==> src/rtl/mewd_pkg.sv <==
// Package of the MIME encoded-word decoder: parse phases, step actions,
// character constants and the small character classifiers. No dependencies.
package mewd_pkg;

	// Parse phase of the candidate word scanner.
	typedef enum logic [2:0] {
		PH_PLAIN   = 3'd0,
		PH_EQ      = 3'd1,
		PH_CHARSET = 3'd2,
		PH_ENC_Q   = 3'd3,
		PH_ENC     = 3'd4,
		PH_TEXT    = 3'd5,
		PH_TEXT_Q  = 3'd6
	} phase_t;

	// What one evaluation of an input byte does.
	typedef enum logic [2:0] {
		ACT_APPEND  = 3'd0,
		ACT_FAIL    = 3'd1,
		ACT_PUT     = 3'd2,
		ACT_RESTART = 3'd3,
		ACT_FINISH  = 3'd4,
		ACT_EOT     = 3'd5
	} act_t;

	// What follows a buffer drain.
	typedef enum logic [1:0] {
		POST_REPROC  = 2'd0,
		POST_DONE    = 2'd1,
		POST_RESTART = 2'd2,
		POST_EOT     = 2'd3
	} post_t;

	localparam int unsigned CFG_W = 16;
	localparam logic [7:0] CH_EQ = 8'h3d;
	localparam logic [7:0] CH_QM = 8'h3f;
	localparam logic [7:0] CH_US = 8'h5f;
	localparam logic [7:0] CH_SP = 8'h20;
	localparam logic [7:0] CH_DEL = 8'h7f;

	// Linear whitespace: space, tab, CR, LF.
	function automatic logic is_ws(input logic [7:0] c);
		return (c == 8'h20) || (c == 8'h09) || (c == 8'h0d) || (c == 8'h0a);
	endfunction

	// Charset token character: printable and not a special.
	function automatic logic is_token(input logic [7:0] c);
		logic r;
		r = (c > CH_SP) && (c < CH_DEL);
		case (c) inside
			8'h28, 8'h29, 8'h3c, 8'h3e, 8'h40, 8'h2c, 8'h3b, 8'h3a, 8'h22,
			8'h2f, 8'h5b, 8'h5d, 8'h3f, 8'h2e, 8'h3d: r = 1'b0;
			default: r = r;
		endcase
		return r;
	endfunction

	// Hex digit value; anything else counts as zero.
	function automatic logic [3:0] hex_digit(input logic [7:0] c);
		logic [7:0] t;
		t = 8'h00;
		if (c >= 8'h30 && c <= 8'h39) t = c - 8'h30;
		else if (c >= 8'h41 && c <= 8'h46) t = c - 8'h37;
		else if (c >= 8'h61 && c <= 8'h66) t = c - 8'h57;
		return t[3:0];
	endfunction

	// Base64 digit value; anything else counts as zero.
	function automatic logic [5:0] b64_digit(input logic [7:0] c);
		logic [7:0] t;
		t = 8'h00;
		if (c >= 8'h41 && c <= 8'h5a) t = c - 8'h41;
		else if (c >= 8'h61 && c <= 8'h7a) t = c - 8'h47;
		else if (c >= 8'h30 && c <= 8'h39) t = c + 8'h04;
		else if (c == 8'h2b) t = 8'd62;
		else if (c == 8'h2f) t = 8'd63;
		return t[5:0];
	endfunction

endpackage

==> src/rtl/mewd_ifs.sv <==
// Handshake channel interfaces of the MIME encoded-word decoder.
// Text input, result output and the configuration write channel; no dependencies.
interface mewd_text_if;
	logic       valid;
	logic       ready;
	logic [7:0] in_byte;
	logic       end_of_text;
	modport source(output valid, in_byte, end_of_text, input ready);
	modport sink(input valid, in_byte, end_of_text, output ready);
endinterface

interface mewd_result_if;
	logic       valid;
	logic       ready;
	logic [7:0] out_byte;
	logic       has_byte;
	logic       last_of_text;
	modport source(output valid, out_byte, has_byte, last_of_text, input ready);
	modport sink(input valid, out_byte, has_byte, last_of_text, output ready);
endinterface

interface mewd_cfg_if;
	logic        valid;
	logic        ready;
	logic [15:0] max_out_len;
	modport source(output valid, max_out_len, input ready);
	modport sink(input valid, max_out_len, output ready);
endinterface

==> src/rtl/mewd_ram.sv <==
// Generic single-port-write, single-port-read RAM with a registered read.
// No dependencies.
module mewd_ram #(
	parameter int unsigned WIDTH = 8,
	parameter int unsigned DEPTH = 64
) (
	input  logic                     clk,
	input  logic                     we,
	input  logic [$clog2(DEPTH)-1:0] waddr,
	input  logic [WIDTH-1:0]         wdata,
	input  logic                     re,
	input  logic [$clog2(DEPTH)-1:0] raddr,
	output logic [WIDTH-1:0]         rdata
);
	logic [WIDTH-1:0] mem [DEPTH];

	// Write port and registered read port.
	always_ff @(posedge clk) begin
		if (we) begin
			mem[waddr] <= wdata;
		end
		if (re) begin
			rdata <= mem[raddr];
		end
	end
endmodule

==> src/rtl/mime_encoded_word_decoder_unit.sv <==
// Top level of the MIME encoded-word decoder: scanner, decoder and drain sequencer.
// Depends on mewd_pkg, the channel interfaces in mewd_ifs.sv and mewd_ram.
//
//  channel  | dir | payload                            | accepted when
//  text     | in  | in_byte, end_of_text               | text.valid && text.ready
//  result   | out | out_byte, has_byte, last_of_text   | result.valid && result.ready
//  cfg      | in  | max_out_len                        | cfg.valid && cfg.ready
//
// A byte that is only held is accepted in ST_IDLE and evaluated in ST_PROC; a byte
// passed straight through also passes ST_PUTC to load the result register.
// Draining the pending or decoded memory reads each byte in ST_RD and takes it in
// ST_CAP, as the buffer RAM read is registered; the drain ends in ST_POST, a restart
// rewrites the =? prefix in ST_FIXE and ST_FIXQ, and a re-evaluation re-enters ST_PROC.
// Reset clears all control state; buffer memories need no clearing.
// A stalled result holds the sequencer; new text is taken only when it is idle.
module mime_encoded_word_decoder_unit
	import mewd_pkg::*;
#(
	parameter int unsigned WORD_MAX = 64
) (
	input  logic            clk,
	input  logic            arst_n,
	mewd_text_if.sink       text,
	mewd_result_if.source   result,
	mewd_cfg_if.sink        cfg
);
	localparam int unsigned AW = $clog2(WORD_MAX);
	localparam int unsigned CW = $clog2(WORD_MAX + 1);
	localparam logic [CW-1:0] WM_C = CW'(WORD_MAX);

	typedef enum logic [8:0] {
		ST_IDLE = 9'b000000001,
		ST_PROC = 9'b000000010,
		ST_RD   = 9'b000000100,
		ST_CAP  = 9'b000001000,
		ST_PUTC = 9'b000010000,
		ST_POST = 9'b000100000,
		ST_FIXE = 9'b001000000,
		ST_FIXQ = 9'b010000000,
		ST_TERM = 9'b100000000
	} state_t;

	state_t            state_q;
	phase_t            phase_q;
	logic [CW-1:0]     count_q;
	logic [CW-1:0]     dec_cnt_q;
	logic [23:0]       acc_q;
	logic [1:0]        dc_q;
	logic              seen_q;
	logic [15:0]       emitted_q;
	logic [15:0]       max_q;
	logic              enc_b_q;
	logic              stop_q;
	logic              last_eq_q;
	logic              restart_ok_q;
	logic [7:0]        byte_q;
	logic              eot_q;
	logic [CW-1:0]     len_q;
	logic [CW-1:0]     idx_q;
	logic              src_dec_q;
	post_t             post_q;
	logic              any_q;
	logic              out_valid_q;
	logic [7:0]        out_byte_q;
	logic              out_has_q;
	logic              out_last_q;

	// Evaluation of the held byte.
	act_t              act;
	phase_t            nphase;
	logic              do_dec;
	logic              set_enc;
	logic              start_word;
	logic [CW-1:0]     ncount;
	logic              ovf;

	// Decoder step.
	logic [23:0]       nacc;
	logic [1:0]        ndc;
	logic              nstop;
	logic              dpush;
	logic [7:0]        dbyte;
	logic              fpush;
	logic              dec_room;

	// Output and memory control.
	logic [15:0]       limit;
	logic              put_ok;
	logic              out_free;
	logic              out_load;
	logic              p_we;
	logic [AW-1:0]     p_waddr;
	logic [7:0]        p_wdata;
	logic              d_we;
	logic [7:0]        d_wdata;
	logic              rd_en;
	logic [7:0]        p_rdata;
	logic [7:0]        d_rdata;
	logic [7:0]        rdata;

	assign text.ready   = (state_q == ST_IDLE);
	assign cfg.ready    = 1'b1;
	assign result.valid = out_valid_q;
	assign result.out_byte     = out_byte_q;
	assign result.has_byte     = out_has_q;
	assign result.last_of_text = out_last_q;

	assign limit    = (max_q == 16'd0) ? 16'd0 : max_q - 16'd1;
	assign put_ok   = emitted_q < limit;
	assign out_free = !out_valid_q || result.ready;
	assign ncount   = count_q + CW'(1);
	assign ovf      = (ncount == WM_C);
	assign dec_room = dec_cnt_q < WM_C;
	assign rdata    = src_dec_q ? d_rdata : p_rdata;

	// The result register takes a new request in this cycle.
	assign out_load = (((state_q == ST_CAP) || (state_q == ST_PUTC)) && put_ok && out_free) ||
	                  ((state_q == ST_TERM) && out_free);

	// Decide what the held byte does in the current phase.
	always_comb begin
		act        = ACT_FAIL;
		nphase     = phase_q;
		do_dec     = 1'b0;
		set_enc    = 1'b0;
		start_word = 1'b0;
		if (eot_q) begin
			act = ACT_EOT;
		end else begin
			unique case (phase_q)
				PH_PLAIN: begin
					if (byte_q == CH_EQ) begin
						act = ACT_APPEND;
						nphase = PH_EQ;
					end else if (seen_q && is_ws(byte_q)) begin
						act = ACT_APPEND;
					end else if (count_q != '0) begin
						act = ACT_FAIL;
					end else begin
						act = ACT_PUT;
					end
				end
				PH_EQ: begin
					if (byte_q == CH_QM) begin
						act = ACT_APPEND;
						nphase = PH_CHARSET;
					end
				end
				PH_CHARSET: begin
					if (is_token(byte_q)) begin
						act = ACT_APPEND;
					end else if (byte_q == CH_QM) begin
						act = ACT_APPEND;
						nphase = PH_ENC_Q;
					end
				end
				PH_ENC_Q: begin
					if (byte_q == 8'h42 || byte_q == 8'h62 || byte_q == 8'h51 ||
					    byte_q == 8'h71) begin
						act = ACT_APPEND;
						nphase = PH_ENC;
						set_enc = 1'b1;
					end
				end
				PH_ENC: begin
					if (byte_q == CH_QM) begin
						act = ACT_APPEND;
						nphase = PH_TEXT;
						start_word = 1'b1;
					end
				end
				PH_TEXT: begin
					if (byte_q == CH_QM) begin
						act = ACT_APPEND;
						nphase = PH_TEXT_Q;
					end else if (byte_q > CH_SP && byte_q < CH_DEL) begin
						act = ACT_APPEND;
						do_dec = 1'b1;
					end
				end
				PH_TEXT_Q: begin
					if (byte_q == CH_EQ) begin
						act = ACT_FINISH;
					end else if (restart_ok_q) begin
						act = ACT_RESTART;
					end
				end
				default: act = ACT_FAIL;
			endcase
		end
	end

	// One step of the base64 or Q decoder on the held byte.
	always_comb begin
		nacc  = acc_q;
		ndc   = dc_q;
		nstop = stop_q;
		dpush = 1'b0;
		dbyte = 8'h00;
		if (enc_b_q) begin
			if (!stop_q) begin
				if (byte_q == CH_EQ) begin
					nstop = 1'b1;
				end else begin
					nacc = {acc_q[17:0], b64_digit(byte_q)};
					ndc  = dc_q + 2'd1;
					dpush = (ndc != 2'd1);
					case (ndc)
						2'd2: dbyte = nacc[11:4];
						2'd3: dbyte = nacc[9:2];
						default: dbyte = nacc[7:0];
					endcase
				end
			end
		end else if (dc_q == 2'd1) begin
			nacc = {16'h0000, hex_digit(byte_q), 4'h0};
			ndc  = 2'd2;
		end else if (dc_q == 2'd2) begin
			dpush = 1'b1;
			dbyte = acc_q[7:0] | {4'h0, hex_digit(byte_q)};
			ndc   = 2'd0;
		end else if (byte_q == CH_EQ) begin
			nacc = 24'h000000;
			ndc  = 2'd1;
		end else begin
			dpush = 1'b1;
			dbyte = (byte_q == CH_US) ? CH_SP : byte_q;
		end
	end

	// A Q word may end inside an escape; its partial byte goes out.
	assign fpush = !enc_b_q && (dc_q != 2'd0);

	// Memory write and read controls.
	always_comb begin
		p_we    = 1'b0;
		p_waddr = count_q[AW-1:0];
		p_wdata = byte_q;
		d_we    = 1'b0;
		d_wdata = dbyte;
		if (state_q == ST_PROC && act == ACT_APPEND) begin
			p_we = 1'b1;
			d_we = do_dec && dpush && dec_room;
		end else if (state_q == ST_PROC && act == ACT_FINISH) begin
			d_we    = fpush && dec_room;
			d_wdata = acc_q[7:0];
		end else if (state_q == ST_FIXE) begin
			p_we    = 1'b1;
			p_waddr = '0;
			p_wdata = CH_EQ;
		end else if (state_q == ST_FIXQ) begin
			p_we    = 1'b1;
			p_waddr = AW'(1);
			p_wdata = CH_QM;
		end
	end

	assign rd_en = (state_q == ST_RD);

	mewd_ram #(.WIDTH(8), .DEPTH(WORD_MAX)) u_pending_ram (
		.clk   (clk),
		.we    (p_we),
		.waddr (p_waddr),
		.wdata (p_wdata),
		.re    (rd_en && !src_dec_q),
		.raddr (idx_q[AW-1:0]),
		.rdata (p_rdata)
	);

	mewd_ram #(.WIDTH(8), .DEPTH(WORD_MAX)) u_decoded_ram (
		.clk   (clk),
		.we    (d_we),
		.waddr (dec_cnt_q[AW-1:0]),
		.wdata (d_wdata),
		.re    (rd_en && src_dec_q),
		.raddr (idx_q[AW-1:0]),
		.rdata (d_rdata)
	);

	// Sequencer, scanner state and output register.
	always_ff @(posedge clk or negedge arst_n) begin
		if (!arst_n) begin
			state_q      <= ST_IDLE;
			phase_q      <= PH_PLAIN;
			count_q      <= '0;
			dec_cnt_q    <= '0;
			acc_q        <= '0;
			dc_q         <= '0;
			seen_q       <= 1'b0;
			emitted_q    <= '0;
			max_q        <= 16'hffff;
			enc_b_q      <= 1'b0;
			stop_q       <= 1'b0;
			last_eq_q    <= 1'b0;
			restart_ok_q <= 1'b0;
			eot_q        <= 1'b0;
			len_q        <= '0;
			idx_q        <= '0;
			src_dec_q    <= 1'b0;
			post_q       <= POST_DONE;
			any_q        <= 1'b0;
			out_valid_q  <= 1'b0;
		end else begin
			if (out_valid_q && result.ready && !out_load) begin
				out_valid_q <= 1'b0;
			end
			if (cfg.valid) begin
				max_q <= cfg.max_out_len;
			end
			unique case (state_q)
				ST_IDLE: begin
					if (text.valid) begin
						byte_q  <= text.in_byte;
						eot_q   <= text.end_of_text;
						state_q <= ST_PROC;
					end
				end
				ST_PROC: begin
					idx_q <= '0;
					unique case (act)
						ACT_APPEND: begin
							last_eq_q <= (byte_q == CH_EQ);
							if (phase_q == PH_TEXT && byte_q == CH_QM) begin
								restart_ok_q <= last_eq_q;
							end
							if (set_enc) begin
								enc_b_q <= (byte_q == 8'h42 || byte_q == 8'h62);
							end
							if (start_word) begin
								dec_cnt_q <= '0;
								acc_q     <= '0;
								dc_q      <= '0;
								stop_q    <= 1'b0;
							end
							if (do_dec) begin
								acc_q  <= nacc;
								dc_q   <= ndc;
								stop_q <= nstop;
								if (dpush && dec_room) begin
									dec_cnt_q <= dec_cnt_q + CW'(1);
								end
							end
							if (ovf) begin
								len_q     <= ncount;
								src_dec_q <= 1'b0;
								post_q    <= POST_DONE;
								count_q   <= '0;
								seen_q    <= 1'b0;
								phase_q   <= PH_PLAIN;
								state_q   <= ST_RD;
							end else begin
								count_q <= ncount;
								phase_q <= nphase;
								state_q <= ST_IDLE;
							end
						end
						ACT_FAIL: begin
							len_q     <= count_q;
							src_dec_q <= 1'b0;
							post_q    <= POST_REPROC;
							count_q   <= '0;
							seen_q    <= 1'b0;
							phase_q   <= PH_PLAIN;
							state_q   <= (count_q == '0) ? ST_POST : ST_RD;
						end
						ACT_PUT: begin
							seen_q  <= 1'b0;
							state_q <= ST_PUTC;
						end
						ACT_RESTART: begin
							len_q     <= count_q - CW'(2);
							src_dec_q <= 1'b0;
							post_q    <= POST_RESTART;
							count_q   <= CW'(2);
							seen_q    <= 1'b0;
							last_eq_q <= 1'b0;
							phase_q   <= PH_CHARSET;
							state_q   <= (count_q == CW'(2)) ? ST_POST : ST_RD;
						end
						ACT_FINISH: begin
							len_q     <= dec_cnt_q + CW'(fpush && dec_room);
							src_dec_q <= 1'b1;
							post_q    <= POST_DONE;
							count_q   <= '0;
							dec_cnt_q <= '0;
							acc_q     <= '0;
							dc_q      <= '0;
							seen_q    <= 1'b1;
							phase_q   <= PH_PLAIN;
							state_q   <= (dec_cnt_q == '0 && !(fpush && dec_room)) ?
							             ST_POST : ST_RD;
						end
						ACT_EOT: begin
							len_q     <= count_q;
							src_dec_q <= 1'b0;
							post_q    <= POST_EOT;
							any_q     <= 1'b0;
							state_q   <= (count_q == '0) ? ST_POST : ST_RD;
						end
						default: state_q <= ST_IDLE;
					endcase
				end
				ST_RD: begin
					state_q <= ST_CAP;
				end
				ST_CAP: begin
					if (!put_ok || out_free) begin
						if (put_ok) begin
							out_valid_q <= 1'b1;
							out_byte_q  <= rdata;
							out_has_q   <= 1'b1;
							out_last_q  <= (post_q == POST_EOT) &&
							               ((idx_q + CW'(1) == len_q) ||
							                (emitted_q + 16'd1 == limit));
							emitted_q   <= emitted_q + 16'd1;
							any_q       <= 1'b1;
						end
						idx_q   <= idx_q + CW'(1);
						state_q <= (idx_q + CW'(1) == len_q) ? ST_POST : ST_RD;
					end
				end
				ST_PUTC: begin
					if (!put_ok) begin
						state_q <= ST_IDLE;
					end else if (out_free) begin
						out_valid_q <= 1'b1;
						out_byte_q  <= byte_q;
						out_has_q   <= 1'b1;
						out_last_q  <= 1'b0;
						emitted_q   <= emitted_q + 16'd1;
						state_q     <= ST_IDLE;
					end
				end
				ST_POST: begin
					unique case (post_q)
						POST_REPROC:  state_q <= ST_PROC;
						POST_RESTART: state_q <= ST_FIXE;
						POST_DONE:    state_q <= ST_IDLE;
						POST_EOT: begin
							if (any_q) begin
								phase_q   <= PH_PLAIN;
								count_q   <= '0;
								dec_cnt_q <= '0;
								acc_q     <= '0;
								dc_q      <= '0;
								seen_q    <= 1'b0;
								emitted_q <= '0;
								enc_b_q   <= 1'b0;
								stop_q    <= 1'b0;
								state_q   <= ST_IDLE;
							end else begin
								state_q <= ST_TERM;
							end
						end
						default: state_q <= ST_IDLE;
					endcase
				end
				ST_FIXE: begin
					state_q <= ST_FIXQ;
				end
				ST_FIXQ: begin
					state_q <= ST_PROC;
				end
				ST_TERM: begin
					if (out_free) begin
						out_valid_q <= 1'b1;
						out_byte_q  <= 8'h00;
						out_has_q   <= 1'b0;
						out_last_q  <= 1'b1;
						phase_q     <= PH_PLAIN;
						count_q     <= '0;
						dec_cnt_q   <= '0;
						acc_q       <= '0;
						dc_q        <= '0;
						seen_q      <= 1'b0;
						emitted_q   <= '0;
						enc_b_q     <= 1'b0;
						stop_q      <= 1'b0;
						state_q     <= ST_IDLE;
					end
				end
				default: state_q <= ST_IDLE;
			endcase
		end
	end
endmodule
==> src/flat_wrapper.sv <==
// flat-port wrapper written by rule: the top's interface ports become plain ports
module mime_encoded_word_decoder_unit_flat import mewd_pkg::*;
#(
	parameter int unsigned WORD_MAX = 64
)
  (clk, arst_n, text_valid, text_in_byte, text_end_of_text, text_ready, result_valid, result_out_byte, result_has_byte, result_last_of_text, result_ready, cfg_valid, cfg_max_out_len, cfg_ready);
  mewd_text_if text_i ();
  mewd_result_if result_i ();
  mewd_cfg_if cfg_i ();
  input  logic clk;
  input  logic arst_n;
  input wire logic [$bits(text_i.valid)-1:0] text_valid;
  input wire logic [$bits(text_i.in_byte)-1:0] text_in_byte;
  input wire logic [$bits(text_i.end_of_text)-1:0] text_end_of_text;
  output wire logic [$bits(text_i.ready)-1:0] text_ready;
  output wire logic [$bits(result_i.valid)-1:0] result_valid;
  output wire logic [$bits(result_i.out_byte)-1:0] result_out_byte;
  output wire logic [$bits(result_i.has_byte)-1:0] result_has_byte;
  output wire logic [$bits(result_i.last_of_text)-1:0] result_last_of_text;
  input wire logic [$bits(result_i.ready)-1:0] result_ready;
  input wire logic [$bits(cfg_i.valid)-1:0] cfg_valid;
  input wire logic [$bits(cfg_i.max_out_len)-1:0] cfg_max_out_len;
  output wire logic [$bits(cfg_i.ready)-1:0] cfg_ready;
  assign text_i.valid = text_valid;
  assign text_i.in_byte = text_in_byte;
  assign text_i.end_of_text = text_end_of_text;
  assign text_ready = text_i.ready;
  assign result_valid = result_i.valid;
  assign result_out_byte = result_i.out_byte;
  assign result_has_byte = result_i.has_byte;
  assign result_last_of_text = result_i.last_of_text;
  assign result_i.ready = result_ready;
  assign cfg_i.valid = cfg_valid;
  assign cfg_i.max_out_len = cfg_max_out_len;
  assign cfg_ready = cfg_i.ready;
  mime_encoded_word_decoder_unit #(.WORD_MAX(WORD_MAX)) u_core (.clk(clk), .arst_n(arst_n), .text(text_i), .result(result_i), .cfg(cfg_i));
endmodule
==> config.mk <==
export PLATFORM = sky130hd
export DESIGN_NAME = mime_encoded_word_decoder_unit_flat
export DESIGN_NICKNAME = d
export VERILOG_FILES = /design/src/rtl/mewd_pkg.sv /design/src/rtl/mewd_ifs.sv /design/src/rtl/mewd_ram.sv /design/src/rtl/mime_encoded_word_decoder_unit.sv /design/src/flat_wrapper.sv
export SDC_FILE = /design/constraint.sdc
export NUM_CORES = 1
export LEC_CHECK = 0
export ABC_AREA = 0
export ABC_CLOCK_PERIOD_IN_PS = 12400
export BUFFER_PORTS_ARGS = -buffer_cell sky130_fd_sc_hd__buf_2
export CORE_MARGIN = 1
export CORE_UTILIZATION = 35
export DETAILED_ROUTE_END_ITERATION = 12
export PLACE_DENSITY = 0.54
export SYNTH_ARGS = -nofsm -noshare
export SYNTH_HDL_FRONTEND = slang
export SYNTH_SLANG_ARGS = --single-unit
==> constraint.sdc <==
create_clock -name clk -period 12.4 [get_ports clk]
set_input_delay 0 -clock clk [delete_from_list [all_inputs] [get_ports clk]]
set_output_delay 0 -clock clk [all_outputs]
set_load 0.01 [all_outputs]
## After elaboration in Yosys (flattened, before gate mapping)

Memories as Yosys holds them, arrays and structs flattened. A register that Yosys moved wholly into a read port is not among the register bits.
Cells that the tools add are included.

- Register bits after elaboration: 111
- Memory bits (writable): 1024
- Input port bits: 30
- Memories: 2

- Bitwise gates (word level): 1
- Reduce and logical (&&, ||, !) cells: 83
- Equality and inequality tests: 90
- $lt $le $gt $ge: 12
- Mux-type cells: 192
- Add/sub/neg operators: 14

Memory list:

| name | depth | bits a word | read ports | clocked after Yosys merged registers in | wr ports | line | RTL |
|---|---|---|---|---|---|---|---|
| u_core.u_decoded_ram.mem | 64 | 8 | 1 | 1 | 1 | mewd_ram.sv:15 | `logic [WIDTH-1:0] mem [DEPTH];` |
| u_core.u_pending_ram.mem | 64 | 8 | 1 | 1 | 1 | mewd_ram.sv:15 |  |

Operators by type and width:

| operator | number |
|---|---|
| 2-to-1 mux 8 bit | 30 |
| 2-to-1 mux 16 bit | 8 |
| equality test 8 x 6 -> 1 bit, second input constant | 14 |
| one-hot mux 9 bit (9 select lines) | 1 |
| 2-to-1 mux 6 bit | 13 |
| equality test 8 x 7 -> 1 bit, second input constant | 8 |
| one-hot mux 16 bit (4 select lines) | 1 |
| 2-to-1 mux 7 bit | 9 |
| one-hot mux 7 bit (3 select lines) | 3 |
| 2-to-1 mux 1 bit | 57 |
| 2-to-1 mux 3 bit | 19 |
| one-hot mux 8 bit (3 select lines) | 2 |
| 2-to-1 mux 9 bit | 5 |
| one-hot mux 9 bit (5 select lines) | 1 |
| one-hot mux 3 bit (6 select lines) | 2 |
| one-hot mux 9 bit (4 select lines) | 1 |
| <= comparator 8 x 7 -> 1 bit, second input constant | 4 |
| one-hot mux 8 bit (2 select lines) | 2 |
| 2-to-1 mux 2 bit | 14 |
| one-hot mux 7 bit (2 select lines) | 2 |
| one-hot mux 7 bit (4 select lines) | 1 |
| inequality test 5 x 4 -> 1 bit, second input constant | 5 |
| equality test 8 x 4 -> 1 bit, second input constant | 3 |
| logical AND 1 bit | 24 |
| 80 further kinds | 163 |

## Logic depth before layout (Yosys ltp)

- Word-level depth: 15
- Depth in mapped cells: 16
- Gate-level depth less buffers: 15

## By module

A second synthesis with hierarchy kept.

- Cells, all modules: 3028
- Area, all modules: 49825.3 µm²

Modules (own cells, without submodules):

| module | area an instance (µm²) | sequential area each (µm²) | cells an instance | times used |
|---|---|---|---|---|
| mewd_ram | 20270.7 | 15615.0 | 972 | 2 |
| mime_encoded_word_decoder_unit | 9283.9 | 2890.3 | 1084 | 1 |

## Worst setup path before layout

No wires, ideal clock.

- Path type: register -> register
- From: register u_core.byte_q[2]
- To: memory u_core.u_decoded_ram.mem[0][4], data pin
- Data arrival time: 6.099 ns
- Cell stages (with the launch flop): 10
- Setup time: 1.008 ns
- Data required time: 11.392 ns
- Slack: 5.292 ns
- Cell sequence: edfxtp_1 > clkbuf_1 > clkinv_1 > ha_1 > clkbuf_1 > a21oi_1 > nor4_1 > o211ai_1 > nor2_1 > o311ai_0

- Word-level cells in the longest chain between the ends: 13
- Elaborated cells between the ends (all ways): 80
- Those cells by class: add/sub: 3; order compare: 8; eq/ne: 26; mux: 28; reduce/logical: 15

Ends and longest elaborated chain:

| element | line | RTL |
|---|---|---|
| start, declared | mime_encoded_word_decoder_unit.sv:56 | `logic [7:0] byte_q;` |
| start signal, assigned | mime_encoded_word_decoder_unit.sv:313 | `byte_q <= text.in_byte;` |
| parallel branches: the longest is 12 deep, another holds > comparator 8 x 6 -> 1 bit | - |  |
| 2-to-1 mux 8 bit (*) | mime_encoded_word_decoder_unit.sv:241 | `if (state_q == ST_PROC && act == ACT_APPEND) begin` |
| net u_core.d_wdata[4] | mime_encoded_word_decoder_unit.sv:95 | `logic [7:0] d_wdata;` |
| end, declared | mewd_ram.sv:15 |  |

Mark *: on every way through the listed nets, which the timed path passes. The select of a mux whose other input is x is not followed.

## Worst setup path after layout

- From: register u_core.byte_q[2]
- To: memory u_core.u_decoded_ram.mem[49][4], enable pin

- Word-level cells in the longest chain between the ends: 15
- Elaborated cells between the ends (all ways): 67
- Those cells by class: order compare: 2; eq/ne: 24; mux: 27; reduce/logical: 14

Ends and longest elaborated chain:

| element | line | RTL |
|---|---|---|
| parallel branches: the longest is 12 deep, another holds > comparator 8 x 6 -> 1 bit | - |  |
| 2-to-1 mux 1 bit (*) | mime_encoded_word_decoder_unit.sv:241 |  |
| 2-to-1 mux 1 bit (*) | mewd_ram.sv:19 | `if (we) begin` |
| 2-to-1 mux 1 bit (not written as such) (*) | mewd_ram.sv:20 | `mem[waddr] <= wdata;` |

Mark *: on every way between the ends. The select of a mux whose other input is x is not followed.

==> results.sh <==
export IMPL_ant_nets=0
export IMPL_drv_slew=0
export IMPL_die_y_um=375.9
export IMPL_root_buffer="clkbuf_16"
export IMPL_hold_viol=0
export IMPL_drt_iter0_drc=3074
export IMPL_place_inst=4509
export IMPL_postCtsResizedCells=0
export IMPL_ios=43
export IMPL_synth_cells=2718
export IMPL_fillers=12232
export IMPL_cts_sinks=1151
export IMPL_synth_top_cell_by_area="edfxtp_1"
export IMPL_synth_seq_cells=1151
export IMPL_p_comb_share_pct=18.7
export IMPL_fin_crit_sh_pct=45.07
export IMPL_fin_ws_ns=6.811
export IMPL_clock_path_buffers=3
export IMPL_coreArea_um2=138200
export IMPL_finalSetupTns_ns=0
export IMPL_p_int_uw=7430
export IMPL_relSlewSlack_pct=14.63
export IMPL_clock_latency_ns=0.76
export IMPL_cts_buffers=118
export IMPL_worstPathRequired_ns=12.72
export IMPL_setup_worst_path_start="u_core.byte_q[2]$_DFFE_PP_"
export IMPL_placementRows=136
export IMPL_clk_transition_reported_paths_ns=0.06
export IMPL_r2r_start="u_core.byte_q[2]$_DFFE_PP_"
export IMPL_dr_pass1_iters=6
export IMPL_cp_endpoint="u_core.u_decoded_ram.mem[49][4]$_DFFE_PP_"
export IMPL_worstMarginPinSlew_ns=1.271
export IMPL_grt_pass1_vias=27000
export IMPL_synth_top_cell_area_share_pct=64.92
export IMPL_endpoint_kind="flip-flop"
export IMPL_initial_core_util_pct=35.42
export IMPL_cap_violations=0
export IMPL_p_switching_uw=2869
export IMPL_vdd_ir_drop_max_v=0.0001923
export IMPL_syn_num_nets=2791
export IMPL_status="complete, no violations"
export IMPL_wl_per_cell_um=26.47
export IMPL_startpoint_type="flip-flop"
export IMPL_syn_to_final_growth_pct=14.65
export IMPL_via_per_inst=5.577
export IMPL_nets=2909
export IMPL_dpl_hpwl_um=80640
export IMPL_fp_dieW_um=375.9
export IMPL_p_leak_uw=0.01737
export IMPL_numPortBuffers=41
export IMPL_seqPwrFrac_pct=45.3
export IMPL_syn_area_per_cell_um2=18.01
export IMPL_clock_fmax_mhz=178.9
export IMPL_grt_overflow=0
export IMPL_vias=26757
export IMPL_power_frac_clock_pct=36.0
export IMPL_grt_max_degree=73
export IMPL_grt_antenna_before_repair=0
export IMPL_ys_top_cells_by_area="edfxtp_1 (65%), mux4_2 (15%), dfrtp_1 (3.8%), nor2_1 (1.4%), ha_1 (1.1%)"
export IMPL_rsz0062_at_grt="no"
export IMPL_dieArea_um2=141300
export IMPL_final_cells=4798
export IMPL_reg2reg_slack_ns=6.81
export IMPL_arrival_ns=5.91
export IMPL_post_cts_buffers=0
export IMPL_swShare_pct=27.86
export IMPL_synth_distinct_cells=88
export IMPL_synth_async_reset_ratio_pct=8.080
export IMPL_synth_edff_count=1058
export IMPL_critPathKind="reg -> reg"
export IMPL_power_per_cell_area_nw_per_um2=183.6
export IMPL_rr_worst_depth=10
export IMPL_setup_viol=0
export IMPL_syn_area_um2=48940
export IMPL_cp_max_fo=12
export IMPL_grt_use_total_pct=17.98
export IMPL_gp_congestion=0.8878
export IMPL_rr_endpoint="u_core.u_decoded_ram.mem[49][4]$_DFFE_PP_"
export IMPL_drive_gt1_share_pct=24.23
export IMPL_fin_crit_ns=5.589
export IMPL_dp_worst_setup_slack_ns=6.946
export IMPL_cts_tree="done"
export IMPL_whs_ns=0.2639
export IMPL_grt_pass1_wl_um=188500
export IMPL_yosys_warnings=0
export IMPL_wl_um=127000
export IMPL_h_tree_depth=3
export IMPL_fin_worst_skew_ns=0.08408
export IMPL_ys_flop_type="edfxtp_1"
export IMPL_drc_errors=0
export IMPL_yosysSeqAreaShare_pct=69.72
export IMPL_hp_class="in -> reg"
==> Yosys cell counts (8+ instances only) <==
cell type / n
or3_1: 10
nor4_1: 13
clkbuf_1: 105
xnor2_1: 38
o21ai_0: 65
or2_2: 9
mux2_2: 26
nand2_1: 112
nor2_1: 189
mux2i_1: 21
mux4_2: 336
a21o_1: 11
a22oi_1: 13
edfxtp_1: 1058
buf_1: 36
a21oi_1: 79
o31ai_1: 22
o21a_1: 13
buf_2: 8
nor2_2: 8
a31oi_1: 14
and2_1: 9
dfstp_2: 18
inv_1: 36
dfrtp_1: 75
nand2b_1: 17
nor2b_1: 19
xor2_1: 21
and3_1: 21
nand4_1: 20
nor3_1: 52
nand3_1: 52
ha_1: 43
a211oi_1: 10
o22ai_1: 9
==> area by class of cell <==
class	count	area, µm²	share of cell area [%]
Clock buffer	134	3044	5.425
Antenna cell	1	2.502	0.004460
Tap cell	1863	2331	4.154
Inverter	38	142.6	0.2542
Timing Repair Buffer	150	1211	2.158
Clock inverter	84	1033	1.842
Sequential cell	1151	34140	60.83
Multi-Input combinational cell	1377	14210	25.33
==> registers in the layout (all words and copies together), names as in the netlist, 8 cells and up <==
name	cells
u_core.result.out_byte	8
u_core.emitted_q	16
u_core.byte_q	8
u_core.acc_q	8
u_core.u_decoded_ram.mem	512
u_core.u_decoded_ram.rdata	8
u_core.state_q	9
u_core.max_q	16
u_core.u_pending_ram.mem	512
u_core.u_pending_ram.rdata	8
==> cell usage in the layout, fill, tap and decap left out, types with 20 or more instances in the layout <==
master         instances
dfrtp_1               71
edfxtp_1            1058
dlygate4sd3_1         69
and3_1                21
mux4_2               336
a21oi_1               76
mux2i_1               21
ha_1                  43
clkbuf_16            119
nand3_1               51
o31ai_1               22
buf_4                 40
nand4_1               20
mux2_2                26
nand2_1              108
buf_2                 40
nor2_1               188
nor3_1                51
xor2_1                21
o21ai_0               64
inv_1                 36
xnor2_1               38
==> cells by family after synthesis <==
| logic type | after synthesis | synth area share [%] |
|---|---|---|
| AO/OA/AOI/OAI | 315 | 4.323 |
| other | 1 | 0.007662 |
| adder cells (fa/ha/maj) | 43 | 1.099 |
| buffers and inverters | 190 | 1.501 |
| multiplexers | 383 | 16.49 |
| AND/OR/NAND/NOR | 576 | 5.806 |
| XOR/XNOR | 59 | 1.056 |
| flip-flops | 1151 | 69.72 |
==> through the flow <==
step                area, µm²  util [%]  total power (µW)
finish                  56110     40.61             10300
global route            56110     40.61             10660
CTS                     56110     40.61             10400
detailed placement      51320     37.14              6680
global placement        51320     37.14              6670
floorplan               48940         -              5987
==> power by group through the flow <==
stage          Combinational [µW]  Sequential (µW)  Clock (µW)
4_1_cts                      1960             4660        3770
2_1_floorplan                1330             4660           0
5_1_grt                      2060             4680        3920
6_report                     1930             4670        3700
3_3_place_gp                 1930             4740           0
3_5_place_dp                 1930             4750           0
==> how the worst min path moves through the flow <==
stage / cells after the start / endpoint / from / slack, ns
6_report: 3 / u_core.max_q[11]$_DFFE_PN1P_ / cfg_valid / 0.26
5_1_grt: 4 / u_core.state_q[1]$_DFFE_PN0P_ / text_valid / 0.26
4_1_cts: 3 / u_core.max_q[11]$_DFFE_PN1P_ / cfg_valid / 0.18
3_5_place_dp: 1 / u_core.state_q[1]$_DFFE_PN0P_ / arst_n / 0.007
3_3_place_gp: 1 / u_core.state_q[8]$_DFFE_PN0P_ / arst_n / 0.004
2_1_floorplan: 0 / u_core.acc_q[0]$_DFFE_PN0P_ / arst_n / -0.30
==> per-layer routing <==
layer	global-route usage, %	vias up	share of wire, %
met4	4.559	0	2.0
met1	25.16	14196	43
li1	-	11330	-
met5	0	-	0
met3	2.487	168	5.6
met2	29.57	1063	49
==> timing repair <==
| action | in CTS | in global routing |
|---|---|---|
| hold buffers | 70 | 0 |
| endpoints found under the hold margin | 120 | 0 |
| setup endpoints to repair | 0 | 0 |
==> worst max-delay path, cell delays in order (launching register included) <==
cell,delay [ns]
edfxtp_1,0.59
clkinv_1,0.43
ha_1,0.44
nor2b_1,0.21
a311oi_1,0.43
nand4_1,0.32
or3_1,0.58
o21a_1,0.25
nor2_1,0.21
nand3_1,0.83
nor2_1,0.85
No activity file was read; power rests on OpenSTA's default activity.
